[src/rtl/cdq_pkg.sv]
`default_nettype none

package cdq_pkg;

   // queue geometry
   localparam int Depth     = 8;
   localparam int DataWidth = 32;
   localparam int PtrWidth  = (Depth > 1) ? $clog2(Depth) : 1;

   typedef logic [PtrWidth-1:0]         ptr_type;
   typedef logic signed [DataWidth-1:0] word_type;

   // operation codes on the request channel
   typedef enum logic [1:0] {
      OP_INSERT_FRONT = 2'd0,
      OP_INSERT_REAR  = 2'd1,
      OP_REMOVE_FRONT = 2'd2,
      OP_REMOVE_REAR  = 2'd3
   } op_type;

   // result status codes
   typedef enum logic [1:0] {
      STATUS_DONE      = 2'd0,
      STATUS_OVERFLOW  = 2'd1,
      STATUS_UNDERFLOW = 2'd2
   } status_type;

   // controller sequence
   typedef enum logic [1:0] {
      STATE_IDLE,
      STATE_EXEC,
      STATE_READ,
      STATE_RESP
   } state_type;

   // commands from controller to datapath
   typedef struct packed {
      logic latch;
      logic exec;
      logic read;
   } cmd_type;

   // ring index helpers
   function automatic ptr_type idx_next(input ptr_type i);
      return (i == ptr_type'(Depth - 1)) ? '0 : ptr_type'(i + 1'b1);
   endfunction

   function automatic ptr_type idx_prev(input ptr_type i);
      return (i == '0) ? ptr_type'(Depth - 1) : ptr_type'(i - 1'b1);
   endfunction

endpackage

`default_nettype wire

[src/rtl/circular_deque.sv]
`default_nettype none

// Double-ended queue of eight signed 32-bit words held in a ring store. Each item
// on req_ is one operation (insert front, insert rear, remove front, remove rear),
// taken when start is high and busy is low. Exactly one result follows for each
// item, three cycles after acceptance: rsp_valid is high for a single cycle and
// the receiver cannot stall, so the result must be captured in that cycle. One
// item takes four cycles: accept, pointer update with the store write, a
// registered read of both ends from the store, then the result strobe; busy
// stays high from the cycle after accept through the strobe. Inserting while full
// reports overflow and removing while empty reports underflow, both with no
// change; front and rear values read as zero while the queue is empty.
module circular_deque (
   input  wire logic              clock,
   input  wire logic              reset,
   input  wire logic              start,
   output logic                   busy,
   input  wire logic [1:0]        req_operation,
   input  wire cdq_pkg::word_type req_value,
   output logic                   rsp_valid,
   output logic [1:0]             rsp_status,
   output logic                   rsp_is_empty,
   output logic                   rsp_is_full,
   output cdq_pkg::word_type      rsp_front_value,
   output cdq_pkg::word_type      rsp_rear_value
);
   import cdq_pkg::*;

   cmd_type cmd;

   // sequencing
   cdq_ctrl u_ctrl (
      .clock     (clock),
      .reset     (reset),
      .start     (start),
      .busy      (busy),
      .rsp_valid (rsp_valid),
      .cmd       (cmd)
   );

   // pointers, store and result fields
   cdq_datapath u_datapath (
      .clock           (clock),
      .reset           (reset),
      .cmd             (cmd),
      .req_operation   (req_operation),
      .req_value       (req_value),
      .rsp_status      (rsp_status),
      .rsp_is_empty    (rsp_is_empty),
      .rsp_is_full     (rsp_is_full),
      .rsp_front_value (rsp_front_value),
      .rsp_rear_value  (rsp_rear_value)
   );

endmodule

`default_nettype wire

[src/rtl/cdq_ctrl.sv]
`default_nettype none

module cdq_ctrl (
   input  wire logic             clock,
   input  wire logic             reset,
   input  wire logic             start,
   output logic                  busy,
   output logic                  rsp_valid,
   output cdq_pkg::cmd_type      cmd
);
   import cdq_pkg::*;

   state_type state_ff;
   state_type state_in;

   // state register
   always_ff @(posedge clock) begin
      if (reset) begin
         state_ff <= STATE_IDLE;
      end else begin
         state_ff <= state_in;
      end
   end

   // next state and commands
   always_comb begin
      state_in  = state_ff;
      cmd       = '0;
      busy      = 1'b1;
      rsp_valid = 1'b0;
      case (state_ff)
         STATE_IDLE: begin
            busy = 1'b0;
            if (start) begin
               cmd.latch = 1'b1;
               state_in  = STATE_EXEC;
            end
         end
         STATE_EXEC: begin
            cmd.exec = 1'b1;
            state_in = STATE_READ;
         end
         STATE_READ: begin
            cmd.read = 1'b1;
            state_in = STATE_RESP;
         end
         STATE_RESP: begin
            rsp_valid = 1'b1;
            state_in  = STATE_IDLE;
         end
         default: begin
            state_in = STATE_IDLE;
         end
      endcase
   end

   // an accepted item always runs the full sequence to one strobe
   a_accept_exec: assert property (@(posedge clock) disable iff (reset)
      (start && !busy) |=> cmd.exec) else $error("accepted item not executed");
   a_read_then_resp: assert property (@(posedge clock) disable iff (reset)
      cmd.read |=> (rsp_valid && busy)) else $error("read not followed by result");
   a_single_strobe: assert property (@(posedge clock) disable iff (reset)
      rsp_valid |=> !rsp_valid && !busy) else $error("result strobe held");

endmodule

`default_nettype wire

[src/rtl/cdq_datapath.sv]
`default_nettype none

module cdq_datapath (
   input  wire logic              clock,
   input  wire logic              reset,
   input  wire cdq_pkg::cmd_type  cmd,
   input  wire logic [1:0]        req_operation,
   input  wire cdq_pkg::word_type req_value,
   output logic [1:0]             rsp_status,
   output logic                   rsp_is_empty,
   output logic                   rsp_is_full,
   output cdq_pkg::word_type      rsp_front_value,
   output cdq_pkg::word_type      rsp_rear_value
);
   import cdq_pkg::*;

   word_type   ring_ff [Depth];
   op_type     op_ff;
   word_type   value_ff;
   status_type status_ff;
   status_type status_in;
   ptr_type    head_ff;
   ptr_type    head_in;
   ptr_type    tail_ff;
   ptr_type    tail_in;
   logic       empty_ff;
   logic       empty_in;
   word_type   front_rd_ff;
   word_type   rear_rd_ff;
   logic       full;
   logic       wr_en;
   ptr_type    wr_addr;

   assign full = !empty_ff && (idx_next(tail_ff) == head_ff);

   // item capture at accept
   always_ff @(posedge clock) begin
      if (cmd.latch) begin
         op_ff    <= op_type'(req_operation);
         value_ff <= req_value;
      end
   end

   // pointer update and store write for one operation
   always_comb begin
      head_in   = head_ff;
      tail_in   = tail_ff;
      empty_in  = empty_ff;
      status_in = STATUS_DONE;
      wr_en     = 1'b0;
      wr_addr   = '0;
      case (op_ff)
         OP_INSERT_FRONT, OP_INSERT_REAR: begin
            if (full) begin
               status_in = STATUS_OVERFLOW;
            end else if (empty_ff) begin
               head_in  = '0;
               tail_in  = '0;
               empty_in = 1'b0;
               wr_en    = 1'b1;
               wr_addr  = '0;
            end else if (op_ff == OP_INSERT_FRONT) begin
               head_in = idx_prev(head_ff);
               wr_en   = 1'b1;
               wr_addr = idx_prev(head_ff);
            end else begin
               tail_in = idx_next(tail_ff);
               wr_en   = 1'b1;
               wr_addr = idx_next(tail_ff);
            end
         end
         OP_REMOVE_FRONT, OP_REMOVE_REAR: begin
            if (empty_ff) begin
               status_in = STATUS_UNDERFLOW;
            end else if (head_ff == tail_ff) begin
               // last entry leaves, both ends back to slot zero
               empty_in = 1'b1;
               head_in  = '0;
               tail_in  = '0;
            end else if (op_ff == OP_REMOVE_FRONT) begin
               head_in = idx_next(head_ff);
            end else begin
               tail_in = idx_prev(tail_ff);
            end
         end
         default: begin
            status_in = STATUS_DONE;
         end
      endcase
   end

   // queue control registers
   always_ff @(posedge clock) begin
      if (reset) begin
         head_ff  <= '0;
         tail_ff  <= '0;
         empty_ff <= 1'b1;
      end else if (cmd.exec) begin
         head_ff  <= head_in;
         tail_ff  <= tail_in;
         empty_ff <= empty_in;
      end
   end

   always_ff @(posedge clock) begin
      if (cmd.exec) begin
         status_ff <= status_in;
      end
   end

   // ring store, one write port and two registered read ports
   always_ff @(posedge clock) begin
      if (cmd.exec && wr_en) begin
         ring_ff[wr_addr] <= value_ff;
      end
   end

   always_ff @(posedge clock) begin
      if (cmd.read) begin
         front_rd_ff <= ring_ff[head_ff];
         rear_rd_ff  <= ring_ff[tail_ff];
      end
   end

   // result fields
   assign rsp_status      = status_ff;
   assign rsp_is_empty    = empty_ff;
   assign rsp_is_full     = full;
   assign rsp_front_value = empty_ff ? '0 : front_rd_ff;
   assign rsp_rear_value  = empty_ff ? '0 : rear_rd_ff;

   // an empty queue always sits with both ends at slot zero
   a_empty_at_zero: assert property (@(posedge clock) disable iff (reset)
      empty_ff |-> (head_ff == '0 && tail_ff == '0)) else $error("empty queue off slot zero");
   // a refused insert leaves the ends where they were
   a_overflow_hold: assert property (@(posedge clock) disable iff (reset)
      (cmd.exec && full && (op_ff == OP_INSERT_FRONT || op_ff == OP_INSERT_REAR))
      |=> ($stable(head_ff) && $stable(tail_ff) && !empty_ff))
      else $error("overflow changed queue");

endmodule

`default_nettype wire
[config.mk]
export PLATFORM = sky130hd
export DESIGN_NAME = circular_deque
export DESIGN_NICKNAME = d
export VERILOG_FILES = /design/src/rtl/cdq_pkg.sv /design/src/rtl/circular_deque.sv /design/src/rtl/cdq_ctrl.sv /design/src/rtl/cdq_datapath.sv
export SDC_FILE = /design/constraint.sdc
export NUM_CORES = 1
export LEC_CHECK = 0
export BUFFER_PORTS_ARGS = -buffer_cell sky130_fd_sc_hd__buf_2
export CAP_MARGIN = 20
export CORE_MARGIN = 3
export CORE_UTILIZATION = 35
export CTS_BUF_LIST = sky130_fd_sc_hd__clkbuf_8
export DETAILED_ROUTE_END_ITERATION = 12
export GPL_ROUTABILITY_DRIVEN = 0
export GPL_TIMING_DRIVEN = 0
export PLACE_DENSITY_LB_ADDON = 0.2
export SYNTH_ARGS = -nofsm -noshare
export SYNTH_HDL_FRONTEND = slang
export SYNTH_SLANG_ARGS = --single-unit
[constraint.sdc]
create_clock -name clock -period 4.5 [get_ports clock]
set_input_delay 0.45 -clock clock [delete_from_list [all_inputs] [get_ports clock]]
set_output_delay 0.45 -clock clock [all_outputs]
set_load 0.02 [all_outputs]
# After elaboration in Yosys (flattened, before gate mapping)
# Memory sizes are Yosys's and may differ from the RTL's. A register that Yosys moved wholly into a read port is not among the register bits.
# Index checks and enable logic that the tools add are counted.
dict set report word_totals {
  register_bits 45
  ram_bits 256
  in_bits 37
  output_inout_bits 70
  wordCells 84
  n_memories 1
}
# name words width rd rd_ports_with_merged_regs wr line
set memory_table {}
lappend memory_table {u_datapath.ring_ff 8 32 2 2 1 cdq_datapath.sv:17} ;# word_type ring_ff [Depth];
dict set report op_classes {
  add_sub_neg 4
  eq_ne 17
  muxes 43
  reduce_logical 12
}
# operator count
set op_table {}
lappend op_table {{two-way mux 32 bit} 2}
lappend op_table {{two-way mux 3 bit} 20}
lappend op_table {{two-way mux 1 bit} 14}
lappend op_table {{one-hot mux 3 bit (2 select lines)} 2}
lappend op_table {{AND reduction 5 bit} 2}
lappend op_table {{equality test 2 bit (second input constant)} 4}
lappend op_table {{one-hot mux 2 bit (4 select lines)} 1}
lappend op_table {{adder 3 x 1 -> 3 bit (second input constant)} 2}
lappend op_table {{equality test 3 bit} 2}
lappend op_table {{equality test 3 bit (second input constant)} 2}
lappend op_table {{logical NOT 3 bit} 2}
lappend op_table {{!= test 2 bit (second input constant)} 3}
lappend op_table {{!= test 3 x 1 -> 1 bit (second input constant)} 2}
lappend op_table {{!= test 3 x 2 -> 1 bit (second input constant)} 2}
lappend op_table {{subtractor 3 x 1 -> 3 bit (second input constant)} 2}
lappend op_table {{equality test 2 x 1 -> 1 bit (second input constant)} 2}
lappend op_table {{logical NOT 2 bit} 2}
lappend op_table {{two-way mux 2 bit} 2}
lappend op_table {{one-hot mux 2 bit (2 select lines)} 1}
lappend op_table {{OR reduction 2 bit} 2}
lappend op_table {{logical AND 1 bit} 2}
lappend op_table {{one-hot mux 1 bit (2 select lines)} 1}
lappend op_table {{AND reduction 2 bit} 1}
lappend op_table {{logical NOT 1 bit} 1}

# Depth between registers and ports, before layout
dict set report logic_depth {
  depth_word 9
  mapped_depth 9
  mapped_depth_nobuf 6
}

# Modules after synthesis
# Synthesis repeated with hierarchy kept, for this count alone.
dict set report unflattened {
  hier_cells 849
  area_unflattened_um2 16097.9
}
# module instances cells_each area_per_inst_um2 seq_area_each_um2
set modules_own_cells {}
lappend modules_own_cells {cdq_datapath 1 832 15941.5 10830.4}
lappend modules_own_cells {cdq_ctrl 1 17 156.4 40.0}

# Worst setup path after synthesis
# OpenSTA, ideal clock, no wires.
dict set report synth_path {
  path_type {register to register}
  from {register u_datapath.tail_ff[1]}
  to {memory u_datapath.ring_ff[0][0] (netlist bit), enable pin}
  setup_ns 0.432
  arrival_ns 3.534
  required_ns 4.068
  slack_ns 0.534
  path_stages_with_launch 10
  n_path_buf 3
  synth_period_minus_slack_ns 3.966
  path_cell_list {dfxtp_1 buf_2 clkbuf_1 buf_2 inv_1 ha_1 xnor2_1 o2111ai_1 nand4bb_1 a21oi_1}
}
dict set report synth_via {
  elab_chain_len 9
  elab_cells_between_ends 14
  cone_classes {add/sub: 1; eq/ne: 2; mux: 9; reduce/logical: 2}
}
# element line
set synth_lines {}
lappend synth_lines {{from (decl)} cdq_datapath.sv:24} ;# ptr_type tail_ff;
lappend synth_lines {{from (signal assigned)} cdq_datapath.sv:100} ;# tail_ff <= tail_in;
lappend synth_lines {{adder 3 x 1 -> 3 bit or equality test 3 bit (tied branches)} cdq_pkg.sv:45} ;# return (i == ptr_type'(Depth - 1)) ? '0 : ptr_type'(i + 1'b1);
lappend synth_lines {{two-way mux 3 bit (*)} cdq_pkg.sv:45}
lappend synth_lines {{equality test 3 bit} cdq_datapath.sv:34} ;# assign full = !empty_ff && (idx_next(tail_ff) == head_ff);
lappend synth_lines {{logical AND 1 bit} cdq_datapath.sv:34}
lappend synth_lines {{two-way mux 1 bit} cdq_datapath.sv:54} ;# if (full) begin
lappend synth_lines {{two-way mux 1 bit} cdq_datapath.sv:52} ;# case (op_ff)
lappend synth_lines {{logical AND 1 bit} cdq_datapath.sv:113} ;# if (cmd.exec && wr_en) begin
lappend synth_lines {{two-way mux 1 bit} cdq_datapath.sv:113}
lappend synth_lines {{two-way mux 1 bit (implied by the code)} cdq_datapath.sv:114} ;# ring_ff[wr_addr] <= value_ff;
lappend synth_lines {{to (decl)} cdq_datapath.sv:17}
# Every way passes the cells marked *; elsewhere a longest branch is shown, timed or not.

# Worst setup path in the final report
dict set report layout_path {
  from {register u_datapath.tail_ff[1]}
  to {memory u_datapath.ring_ff[5][16] (netlist bit), enable pin}
}
# Same word-level chain as after synthesis.

==> metrics.md <==
| Metric | Value |
|---|---|
| Run status | `complete, no violations` |
| Reg-to-Reg End | `u_datapath.ring_ff[5][16]$_DFFE_PP_` |
| Relative slew slack | `approximately 37%` |
| CP max-delay cell | `nor2_4` |
| Core Area | `~45000 µm²` |
| Crit path launch type | `flop` |
| Tightest Pin Transition | `approximately 0.94 ns` |
| Mapped Cells | `784` |
| Clk sinks | `365` |
| Vias in the first global route | `8964` |
| Layout cells sized above 1 | `42.3%` |
| Mapped Area | `around 16000 µm²` |
| Worst setup EP type | `flop` |
| H-tree depth | `3` |
| Util after Layout | `between 40% and 50%` |
| WL/cell | `23.8 µm` |
| CTS resizes | `0` |
| Mean Syn Cell Area | `roughly 20 µm²` |
| Vias per std cell | `roughly 5` |
| WP buf/inv | `5` |
| Die ar. | `about 48000 µm²` |
| Number of diodes | `0` |
| Nets@finish | `1059` |
| Largest delay share family, worst path | `buffers and inverters` |
| Setup violations, final | `0` |
| Drt total wl | `between 30000 and 40000 µm` |
| Syn Nets | `approximately 830` |
| Setup WS post-layout | `a little over 0.3 ns` |
| CTS clock-pin slew for the worst setup and hold paths | `0.05 ns` |
| Most used cell, CP | `buf_2` |
| Total power | `roughly 11000 µW` |
| PD cells | `between 500 and 600 nW/µm²` |
| Final hold vios | `0` |
| Num rows | `just under 80` |
| Worst hold start | `req_operation[1]` |
| Final Cycle Share | `93.2%` |
| Clock Skews | `roughly 0.023 ns` |
| Die width | `219 µm` |
| Largest net degree at the start of global routing | `38` |
| Post-route ant nets | `0` |
| Storage cell area | `10900 µm²` |
| Crit Path Class | `reg2reg` |
| Post-synth EDFFs | `between 300 and 400` |
| Initial antenna violation count | `0` |
| CTS tree | `done` |
| Port buffer count | `about 110` |
| Worst EP required | `around 4.8 ns` |
| Period minus WS final | `~4.2 ns` |
| YS warnings | `0` |
| Multi-input gate area | `~4800 µm²` |
| Commonest non-fill, non-tap cell in the layout | `edfxtp_1` |
| Initial Util | `35.8%` |
| Post-DP Area | `roughly 18000 µm²` |
| DR pass1 iterations | `5` |
| Max frequency | `0.238 GHz` |
| RSZ-0062 raised after global routing | `no` |
| Total grt overflow | `0` |
| Setup crit start | `u_datapath.tail_ff[1]$_SDFFE_PP0P_` |
| Drt drc | `0` |
| Ys flop type | `edfxtp_1` |
| Clock latency on the worst-skew pair | `0.60 ns` |
| Final instance area | `roughly 19000 µm²` |
| First-pass GRT wire length | `about 58000 µm` |
| Max clock buf depth | `3` |
| Yosys cell types | `between 40 and 50` |
| R2r setup slk | `0.30 ns` |
| TritonCTS Buffers | `66` |
| Area Growth Syn to Fin | `20.2%` |
| Worst slack, placed | `~0.14 ns` |
| End point of the critical path | `u_datapath.ring_ff[5][16]$_DFFE_PP_` |
| Pleak | `roughly 0.0063 µW` |
| Worst reg2reg path depth | `10` |
| Crit. path cell count | `10` |
| Peak VDD IR | `between 0.2 and 0.25 mV` |
| Maxcap violations | `0` |
| Ys async rst share | `0%` |
| Critical Path AT | `roughly 4.5 ns` |
| Clock root cell | `clkbuf_8` |
| Most frequent cells in the layout | `356 x edfxtp_1, 128 x mux4_2, 126 x buf_2, 68 x clkbuf_8, 67 x nor2b_1` |
| Sequential-to-total area share from yosys stat | `roughly two thirds` |
| Hold/Removal Path Class | `in2reg` |
| Slowest Stage Delay on Critical Path | `slightly below 0.8 ns` |
| Iter 0 DRT Violations | `roughly 510` |
| DP HPWL | `around 25000 µm` |
| GRT Util Overall | `between 10% and 20%` |
| R2r startpoint | `u_datapath.tail_ff[1]$_SDFFE_PP0P_` |
| DR vias | `8426` |
| Die Ht | `219 µm` |
| Critical-path cell list | `buf_2 > clkbuf_1 > buf_2 > inv_1 > ha_1 > xnor2_1 > o2111ai_1 > nand3_1 > nor2_4 > buf_16` |
| FILL cells | `3932` |
| Ports | `around 110` |
| Post-synthesis register bit count | `around 370` |
| CP max FO | `17` |
| Max Slew Vio Count | `0` |
==> cell type report <==
cell class / instances / share of cell area [%]
Clock inverter: 46 / 1.23
Inverter: 13 / 0.255
Buffer: 50 / 1.43
Timing Repair Buffer: 157 / 6.40
Clock buffer: 68 / 4.88
Tap cell: 592 / 3.86
Sequential cell: 365 / 56.7
Multi-Input combinational cell: 356 / 25.2
==> where the power goes <==
| part | leakage [µW] | internal (µW) | switching, µW |
|---|---|---|---|
| Clock | 0.000672 | 1460 | 1350 |
| Sequential | 0.00331 | 4360 | 218 |
| Combinational | 0.00233 | 1470 | 1750 |
| Total | 0.00631 | 7290 | 3320 |
==> sequential cells by signal, indices dropped and copies added, names as in the netlist <==
name,count
u_datapath.ring_ff,256
u_ctrl.state_ff,2
u_datapath.value_ff,32
u_datapath.rear_rd_ff,32
u_datapath.rsp_status,2
u_datapath.op_ff,2
u_datapath.head_ff,3
u_datapath.front_rd_ff,32
u_datapath.rsp_is_empty,1
u_datapath.tail_ff,3
==> what timing repair did <==
action	CTS	global route
buffers inserted	0	10
hold endpoints to repair	31	0
hold buffers	31	0
endpoints found under the setup margin	0	48
==> through the flow <==
| step | setup TNS (ns) | hold slack (ns) | cells |
|---|---|---|---|
| CTS | 0 | 0.000548 | 1637 |
| floorplan | 0 | 0.465 | 784 |
| detailed placement | 0 | 0.519 | 1492 |
| global route | 0 | 0.00282 | 1647 |
| finish | 0 | 0.0383 | 1647 |
| global placement | -464.98 | 0.482 | 1481 |
==> worst register-to-register path: stages (launching register included) <==
cell       delay, ns
dfxtp_1         0.32
buf_2           0.19
clkbuf_1        0.56
buf_2           0.46
inv_1           0.11
ha_1            0.40
xnor2_1         0.20
o2111ai_1       0.20
nand3_1         0.40
nor2_4          0.78
buf_16          0.25
==> worst min path at each step <==
stage / endpoint / slack (ns) / depth (start not counted)
2_1_floorplan: u_ctrl.state_ff[1]$_SDFFE_PP0P_ / 0.46 / 2
3_3_place_gp: u_ctrl.state_ff[1]$_SDFFE_PP0P_ / 0.48 / 2
3_5_place_dp: u_ctrl.state_ff[1]$_SDFFE_PP0P_ / 0.52 / 2
4_1_cts: u_datapath.value_ff[25]$_DFFE_PP_ / 0.0005 / 1
5_1_grt: u_datapath.value_ff[25]$_DFFE_PP_ / 0.003 / 1
6_report: u_datapath.op_ff[1]$_DFFE_PP_ / 0.04 / 1
==> layer usage <==
layer  wire (µm)  GRT usage [%]
met1       17000           22.0
met2       19700           28.1
met3        2030           3.34
met4         592           4.93
met5           0              0
==> cell usage after synthesis, types with 4 or more instances <==
cell type / count / area (µm²)
edfxtp_1: 356 / 10700
buf_6: 8 / 90.1
mux2_2: 64 / 721
o21ai_0: 4 / 20.0
inv_1: 13 / 48.8
dfxtp_1: 9 / 180
a21oi_1: 8 / 40.0
mux4_2: 128 / 2880
nor2_1: 12 / 45.0
ha_1: 13 / 163
buf_2: 21 / 105
clkbuf_1: 18 / 67.6
nor2b_1: 67 / 419
a31oi_1: 8 / 50.1
xnor2_1: 5 / 43.8
a211oi_1: 4 / 30.0
==> kinds of logic (layout without fill, tap and decap cells) <==
logic type,Yosys count,in the layout,synth area share [%]
multiplexers,192,192,22.6
AO/OA/AOI/OAI,41,41,1.93
adder cells (fa/ha/maj),13,13,1.02
AND/OR/NAND/NOR,102,102,3.83
flip-flops,365,365,68.2
buffers and inverters,63,334,2.02
XOR/XNOR,8,8,0.439
Note: power is estimated with default switching activity, not from simulation.
